$ cat src/rtl/memory_map_bank_swap_decoder_assert.svh
// ----------------------------------------------------------------------------
// Assertion macros for the memory map decoder
// Implication checks that compile away when SYNTHESIS is defined.
// ----------------------------------------------------------------------------
`ifndef MEMORY_MAP_BANK_SWAP_DECODER_ASSERT_SVH
`define MEMORY_MAP_BANK_SWAP_DECODER_ASSERT_SVH

`ifndef SYNTHESIS
`define MMBSD_ASSERT_IMP(label, ck, rn, ante, cons, msg) \
  label: assert property (@(posedge ck) disable iff (!rn) (ante) |-> (cons)) \
    else $error(msg);
`define MMBSD_ASSERT_NXT(label, ck, rn, ante, cons, msg) \
  label: assert property (@(posedge ck) disable iff (!rn) (ante) |=> (cons)) \
    else $error(msg);
`else
`define MMBSD_ASSERT_IMP(label, ck, rn, ante, cons, msg)
`define MMBSD_ASSERT_NXT(label, ck, rn, ante, cons, msg)
`endif

`endif

$ cat src/rtl/mmbsd_pkg.sv
// ----------------------------------------------------------------------------
// Memory map decoder package
// Payload types, operation and target codes, address map constants.
// ----------------------------------------------------------------------------
`timescale 1ns / 1ps
`default_nettype none

package mmbsd_pkg;

  localparam int MAIN_DEPTH  = 49152;
  localparam int MAIN_AW     = $clog2(MAIN_DEPTH);
  localparam int VIDEO_DEPTH = 1024;
  localparam int VIDEO_AW    = $clog2(VIDEO_DEPTH);

  localparam logic [2:0] OP_READ   = 3'd0;
  localparam logic [2:0] OP_WRITE  = 3'd1;
  localparam logic [2:0] OP_TEMPO  = 3'd2;
  localparam logic [2:0] OP_BLINK  = 3'd3;
  localparam logic [2:0] OP_LINE   = 3'd4;
  localparam logic [2:0] OP_HBEND  = 3'd5;

  localparam logic [3:0] TGT_NONE    = 4'd0;
  localparam logic [3:0] TGT_LOCAL   = 4'd1;
  localparam logic [3:0] TGT_PIO     = 4'd2;
  localparam logic [3:0] TGT_TIMER   = 4'd3;
  localparam logic [3:0] TGT_GATE0   = 4'd4;
  localparam logic [3:0] TGT_IPL     = 4'd5;
  localparam logic [3:0] TGT_EXT     = 4'd6;
  localparam logic [3:0] TGT_PORTC   = 4'd7;
  localparam logic [3:0] TGT_REVERSE = 4'd8;

  localparam logic [15:0] ADDR_PAGE0_END = 16'h1000;
  localparam logic [15:0] ADDR_RAM_BASE  = 16'h1000;
  localparam logic [15:0] ADDR_SWAP_BASE = 16'hB000;
  localparam logic [15:0] ADDR_HIPAGE    = 16'hC000;
  localparam logic [15:0] ADDR_VRAM      = 16'hD000;
  localparam logic [15:0] ADDR_IO_LO     = 16'hE000;
  localparam logic [15:0] ADDR_PIO_HI    = 16'hE003;
  localparam logic [15:0] ADDR_TIMER_HI  = 16'hE007;
  localparam logic [15:0] ADDR_STATUS    = 16'hE008;
  localparam logic [15:0] ADDR_SWAP_ON   = 16'hE00C;
  localparam logic [15:0] ADDR_SWAP_OFF  = 16'hE010;
  localparam logic [15:0] ADDR_REV_OFF   = 16'hE014;
  localparam logic [15:0] ADDR_REV_ON    = 16'hE015;
  localparam logic [15:0] ADDR_IO_HI     = 16'hE7FF;
  localparam logic [15:0] ADDR_EXT_BASE  = 16'hE800;

  localparam logic [7:0] STATUS_BASE  = 8'hFE;
  localparam logic [7:0] STATUS_LATER = 8'h7E;
  localparam logic [7:0] BYTE_FF      = 8'hFF;

  localparam logic [8:0]  LINE_VBLANK_ON  = 9'd0;
  localparam logic [8:0]  LINE_VBLANK_OFF = 9'd200;
  localparam logic [11:0] PORTC_BLINK     = 12'd6;
  localparam logic [11:0] PORTC_VBLANK    = 12'd7;

  typedef struct packed {
    logic [2:0]  operation;
    logic [15:0] address;
    logic [7:0]  write_byte;
    logic [8:0]  line_number;
  } in_item_t;

  typedef struct packed {
    logic [3:0]  target;
    logic [11:0] target_offset;
    logic [7:0]  result_byte;
  } out_item_t;

  typedef enum logic [1:0] {
    RD_NONE,
    RD_MAIN,
    RD_VIDEO
  } rd_sel_t;

  typedef struct packed {
    logic swapped;
    logic tempo;
    logic blink;
    logic hblank;
  } flags_t;

  typedef struct packed {
    out_item_t             res;
    rd_sel_t               rd_sel;
    logic                  main_we;
    logic [MAIN_AW-1:0]    main_addr;
    logic                  video_we;
    logic [VIDEO_AW-1:0]   video_addr;
    logic                  swap_set;
    logic                  swap_clr;
    logic                  tempo_tgl;
    logic                  blink_tgl;
    logic                  hblank_set;
    logic                  hblank_clr;
  } dec_t;

endpackage

`default_nettype wire

$ cat src/rtl/mmbsd_decode.sv
// ----------------------------------------------------------------------------
// Address and event decoder
// Maps one bus access or timing event to a result, RAM accesses and flag updates.
// ----------------------------------------------------------------------------
`timescale 1ns / 1ps
`default_nettype none

module mmbsd_decode
  import mmbsd_pkg::*;
(
  input  wire in_item_t item,
  input  wire logic     variant,
  input  wire flags_t   flags,
  output dec_t          dec
);

  logic [15:0] a;
  logic [15:0] ext_off;
  logic        in_io;
  logic        in_hi_rom;

  assign a         = item.address;
  assign ext_off   = a - ADDR_EXT_BASE;
  assign in_io     = (a >= ADDR_IO_LO) && (a <= ADDR_IO_HI);
  assign in_hi_rom = (a >= ADDR_HIPAGE) && (a < ADDR_VRAM) && flags.swapped;

  always_comb begin
    dec            = '0;
    dec.rd_sel     = RD_NONE;
    dec.main_addr  = MAIN_AW'(a - ADDR_RAM_BASE);
    dec.video_addr = a[VIDEO_AW-1:0];
    case (item.operation)
      OP_READ: begin
        if (in_io) begin
          if (a <= ADDR_PIO_HI) begin
            dec.res.target        = TGT_PIO;
            dec.res.target_offset = {10'd0, a[1:0]};
          end else if (a <= ADDR_TIMER_HI) begin
            dec.res.target        = TGT_TIMER;
            dec.res.target_offset = {10'd0, a[1:0]};
          end else if (a == ADDR_STATUS) begin
            dec.res.target = TGT_LOCAL;
            if (variant) begin
              dec.res.result_byte = {flags.hblank, 7'd0} | STATUS_LATER | {7'd0, flags.tempo};
            end else begin
              dec.res.result_byte = STATUS_BASE | {7'd0, flags.tempo};
            end
          end else begin
            dec.res.target      = TGT_LOCAL;
            dec.res.result_byte = BYTE_FF;
          end
        end else if (a < ADDR_PAGE0_END) begin
          if (flags.swapped) begin
            dec.res.target = TGT_LOCAL;
            dec.rd_sel     = RD_MAIN;
            dec.main_addr  = MAIN_AW'(a + ADDR_SWAP_BASE);
          end else begin
            dec.res.target        = TGT_IPL;
            dec.res.target_offset = a[11:0];
          end
        end else if (in_hi_rom) begin
          dec.res.target        = TGT_IPL;
          dec.res.target_offset = a[11:0];
        end else if (a < ADDR_VRAM) begin
          dec.res.target = TGT_LOCAL;
          dec.rd_sel     = RD_MAIN;
        end else if (a < ADDR_IO_LO) begin
          dec.res.target = TGT_LOCAL;
          dec.rd_sel     = RD_VIDEO;
        end else if (variant) begin
          dec.res.target        = TGT_EXT;
          dec.res.target_offset = ext_off[11:0];
          dec.res.result_byte   = {7'd0, ext_off[12]};
        end else begin
          dec.res.target      = TGT_LOCAL;
          dec.res.result_byte = BYTE_FF;
        end
      end
      OP_WRITE: begin
        if (in_io) begin
          if (a <= ADDR_PIO_HI) begin
            dec.res.target        = TGT_PIO;
            dec.res.target_offset = {10'd0, a[1:0]};
            dec.res.result_byte   = item.write_byte;
          end else if (a <= ADDR_TIMER_HI) begin
            dec.res.target        = TGT_TIMER;
            dec.res.target_offset = {10'd0, a[1:0]};
            dec.res.result_byte   = item.write_byte;
          end else if (a == ADDR_STATUS) begin
            dec.res.target      = TGT_GATE0;
            dec.res.result_byte = {7'd0, item.write_byte[0]};
          end else if (variant) begin
            if (a == ADDR_SWAP_ON) begin
              dec.swap_set = 1'b1;
            end else if (a == ADDR_SWAP_OFF) begin
              dec.swap_clr = 1'b1;
            end else if (a == ADDR_REV_OFF) begin
              dec.res.target = TGT_REVERSE;
            end else if (a == ADDR_REV_ON) begin
              dec.res.target      = TGT_REVERSE;
              dec.res.result_byte = 8'd1;
            end
          end
        end else if (a < ADDR_PAGE0_END) begin
          if (flags.swapped) begin
            dec.main_we   = 1'b1;
            dec.main_addr = MAIN_AW'(a + ADDR_SWAP_BASE);
          end
        end else if (in_hi_rom) begin
          dec.main_we = 1'b0;
        end else if (a < ADDR_VRAM) begin
          dec.main_we = 1'b1;
        end else if (a < ADDR_IO_LO) begin
          dec.video_we = 1'b1;
        end
      end
      OP_TEMPO: begin
        dec.tempo_tgl = 1'b1;
      end
      OP_BLINK: begin
        dec.blink_tgl         = 1'b1;
        dec.res.target        = TGT_PORTC;
        dec.res.target_offset = PORTC_BLINK;
        dec.res.result_byte   = {7'd0, ~flags.blink};
      end
      OP_LINE: begin
        if (item.line_number == LINE_VBLANK_ON) begin
          dec.res.target        = TGT_PORTC;
          dec.res.target_offset = PORTC_VBLANK;
          dec.res.result_byte   = 8'd1;
        end else if (item.line_number == LINE_VBLANK_OFF) begin
          dec.res.target        = TGT_PORTC;
          dec.res.target_offset = PORTC_VBLANK;
        end
        dec.hblank_set = variant;
      end
      OP_HBEND: begin
        dec.hblank_clr = variant;
      end
      default: begin
        dec.tempo_tgl = 1'b0;
      end
    endcase
  end

endmodule

`default_nettype wire

$ cat config.mk
export PLATFORM = sky130hd
export DESIGN_NAME = mmbsd_decode
export DESIGN_NICKNAME = d
export VERILOG_FILES = /design/src/rtl/memory_map_bank_swap_decoder_assert.svh /design/src/rtl/mmbsd_pkg.sv /design/src/rtl/mmbsd_decode.sv
export SDC_FILE = /design/constraint.sdc
export NUM_CORES = 1
export LEC_CHECK = 0
export BUFFER_PORTS_ARGS = -buffer_cell sky130_fd_sc_hd__buf_2
export CAP_MARGIN = 20
export CORE_MARGIN = 4
export CORE_UTILIZATION = 40
export DETAILED_ROUTE_END_ITERATION = 6
export PLACE_DENSITY = 0.84
export SYNTH_ARGS = -nofsm -noshare
export SYNTH_HDL_FRONTEND = slang
export SYNTH_SLANG_ARGS = --single-unit
$ cat constraint.sdc
create_clock -name vclk -period 4.24
set_input_delay 1.272 -clock vclk [all_inputs]
set_output_delay 1.272 -clock vclk [all_outputs]
set_load 0.005 [all_outputs]
# Word-level counts from Yosys, hierarchy flattened
# Index checks and enable logic that the tools add are counted.
# Widths: inputs -> output; s select.
classes:
  n_addsub: 3
  order_cmp: 8
  n_eq_ne: 11
  n_mux: 76
  bitwise_logic: 2
  n_reduce_logical: 5
op_table:
  columns: ["op", "n"]
  rows:
  - ["$mux 16", 6]
  - ["$pmux 24 s4", 1]
  - ["$eq 16x16->1 const B", 5]
  - ["$mux 24", 3]
  - ["$mux 8", 7]
  - ["$le 16x16->1 const B", 3]
  - ["$mux 15", 3]
  - ["$mux 20", 2]
  - ["$ge 16x16->1 const B", 2]
  - ["$lt 16x16->1 const B", 2]
  - ["$pmux 16 s2", 1]
  - ["$mux 4", 7]
  - ["$mux 2", 13]
  - ["$mux 1", 24]
  - ["$mux 12", 2]
  - ["$mux 18", 1]
  - ["$mux 17", 1]
  - ["$add 16x16->16 const B", 1]
  - ["$lt 16x13->1 const B", 1]
  - ["$sub 16x13->16 const B", 1]
  - ["$sub 13x12->13 const B", 1]
  - ["$mux 3", 4]
  - ["$mux 10", 1]
  - ["$eq 9x8->1 const B", 1]
  - ["8 further kinds", 12]
totals:
  ff_bits: 0
  input_bits: 41
  output_inout_bits: 60
  wordCells: 105

# Logic depth before layout (Yosys ltp)
logic_depth:
  word_depth: 11
  mapped_depth: 8
  depth_no_buf: 7

# Worst setup path before layout
# OpenSTA, ideal clock, no wires.
synth_path:
  path_type: "input to output"
  start: "input port item[29] (netlist bit)"
  end: "output port dec[37] (netlist bit)"
  t_arrival_ns: 2.789
  required_time_ns: 2.968
  setup_slack_ns: 0.179
  cell_stages: 7
  n_path_buf: 0
  path_cell_list: "inv_1 > ha_1 > nand4_2 > o41a_1 > o22ai_4 > and2b_1 > a21o_1"
synth_lines:
  columns: ["item", "line_no", "rtl"]
  rows:
  - ["from (decl)", "mmbsd_decode.sv:11", "input wire in_item_t item,"]
  - ["to (decl)", "mmbsd_decode.sv:14", "output dec_t dec"]

==> impl_metrics.py <==
metrics = {
    "timing": {
        "fmax_mhz": 235,
        "setup_viol": 2,
        "timing.slew.headroom_pct": 73.7,
        "final_max_slew_viol_count": 0,
        "rsz0062_at_grt": "yes",
        "fin_ws_ns": -0.0208,
        "period_minus_slack_ns": 4.26,
        "min_period_over_period_pct": 100,
        "tightest_slew_ns": 0.391,
        "hold_violations": 0,
    },
    "critical_path": {
        "critPathTopFamily": "simple AND/OR/NAND/NOR gates",
        "crit_slowest_cell": "nor4_4",
        "worst_ep_required_time_ns": 2.97,
        "worstSetupEndpoint": "dec[5]",
        "worst-path-stages": 8,
        "worstPathArrival_ns": 2.99,
        "startpoint": "item[25]",
        "end_kind": "output port",
        "cpPeakStageDelay_ns": 0.35,
        "path_max_fanout": 5,
        "critPathLaunchType": "input pin",
        "critical_path_class": "in -> out",
        "critPathBufInv": 3,
        "crit_chain": "buf_4, nor4_4, buf_4, nand4_1, nor4_4, nand2_1, nor4b_2, buf_2",
    },
    "route": {
        "routed.top_layer": "met4",
        "vias": 1718,
        "finalWirelength_um": 4480,
        "drt_iter0_drc": 73,
        "wl_met1_um": 1730,
        "antenna_left": 0,
        "dr.pass1.iters": 4,
        "wl_met3_um": 413,
        "dr_wl_met2_um": 2270,
        "vias_per_cell": 5.65,
        "drc": 0,
        "routedWlPerCell_um": 14.7,
    },
    "placed_design": {
        "placedInstanceArea_sq_mm": 0.00169,
        "place_hpwl_um": 3420,
        "io_buffers": 101,
        "place_inst": 294,
        "gp_congestion": 0.872,
    },
    "grt": {
        "grt_max_degree": 11,
        "grt-ovfl-total": 0,
        "antenna_found_initial": 0,
        "grt_pass1_vias": 1419,
        "track_usage_pct": 20.0,
        "grt_pass1_wl_um": 6070,
    },
    "final_layout": {
        "seqCellArea_sq_um": 0,
        "fill_cells": 227,
        "diodes": 0,
        "area_growth_pct": 64.7,
        "n_sequential_cell": 0,
        "post-route-util_pct": 69.2,
        "final_cells": 304,
        "clkbuf_count": 0,
        "design_area_sq_mm": 0.00191,
        "fin_nets": 320,
        "drive_above_1_share_pct": 59.3,
    },
    "yosys": {
        "netlist_instances": 165,
        "syn-num-nets": 210,
        "yosysUniqueCellTypes": 55,
        "ys_warn_count": 0,
        "netlist_area_sq_mm": 0.00116,
        "avgSynthCellArea_sq_um": 7.02,
        "ys_seq_area_share_pct": 0,
    },
    "outcome": {
        "violations": "setup timing",
        "status": "complete, but fails checks",
    },
    "min_path": {
        "hold_path_class": "in -> out",
    },
    "die": {
        "dieArea_sq_mm": 0.00382,
        "num_rows": 19,
        "start_util_pct": 42.0,
        "ios": 101,
        "fp.coreArea_sq_mm": 0.00276,
        "die_w_um": 61.8,
        "dieHeight_um": 61.8,
    },
    "run": {
        "cap_violations": 0,
    },
    "pwr": {
        "power.total_uw": 134,
        "cellLeakagePower_nw": 1.03,
        "cellPowerDensity_mw_per_mm2": 70.2,
        "peakVddDrop_uv": 49.1,
    },
}
## cell usage after synthesis (5+ instances only)
library cell  count  area share (%)
buf_4            22              14
inv_1            13             4.2
nand2_1          11             3.6
nor3_1           11             4.8
and2_1            9             4.9
nand3_1           7             3.0
a21o_1            6             3.9
a21oi_1           5             2.2
nor2_1            5             1.6
o21ai_0           5             2.2
or3_1             5             2.7
## where the power goes
part           switching (mW)  internal (mW)
Sequential                  0              0
Combinational          0.0702         0.0638
Clock                       0              0
## worst min path at each step
| stage | start | end | depth (start not counted) |
|---|---|---|---|
| after global routing | item[26] | dec[26] | 2 |
| after floorplan | item[17] | dec[5] | 1 |
| after detailed placement | item[23] | dec[12] | 2 |
| after CTS | item[23] | dec[12] | 2 |
| after global placement | item[23] | dec[23] | 2 |
| final | item[26] | dec[15] | 2 |
## what timing repair did
action,CTS,global route
pin swaps,5,18
resized for setup,8,29
buffers inserted,2,8
setup endpoints to repair,23,21
hold buffers,0,0
## per-layer routing
layer | track usage [%] | up-vias
met5 | 0 | -
met4 | 2.42 | 0
met3 | 0.826 | 8
met2 | 38.1 | 97
met1 | 25.3 | 792
li1 | - | 821
## through the flow
step	setup WS [ns]	hold WS, ns	setup TNS, ns
finish	-0.0208	2.77	-0.0273
global route	-0.119	2.78	-0.364
floorplan	0.179	2.57	0
global placement	-0.146	2.77	-1.92
detailed placement	-0.227	2.77	-3.13
CTS	0.00106	2.77	0
## layout by cell type (no fill, tap or decap), types with 2 or more instances in the layout
cell type,count
buf_4,30
a31oi_2,2
nand3_1,7
nor2_1,5
o21ai_1,3
nor4_1,2
inv_1,12
o31ai_1,2
nor4_4,2
a21oi_1,4
nand4_1,4
or3_1,3
o211ai_1,3
o31a_1,2
or3_4,2
ha_1,3
and2_1,8
o21ai_0,3
nand2b_1,2
buf_2,96
and3_1,3
a21o_1,6
and4b_1,2
nor3_1,9
nor3b_1,2
nand2_1,11
buf_6,6
nor4b_1,3
## kinds of logic after synthesis
family | synth area share [%]
adders and majority gates | 4.32
buffers and inverters | 19.7
muxes | 0.972
and+or+nand+nor | 45.2
AOI/OAI and AO/OA | 29.8
## area by class of cell
type / count / area (sq um) / area share (%)
multi-input combinational: 127 / 1030 / 53.8
tap: 31 / 38.8 / 2.03
inverter: 13 / 53.8 / 2.82
timing repair buffer: 133 / 788 / 41.3
No activity file was read; power rests on OpenSTA's default activity.
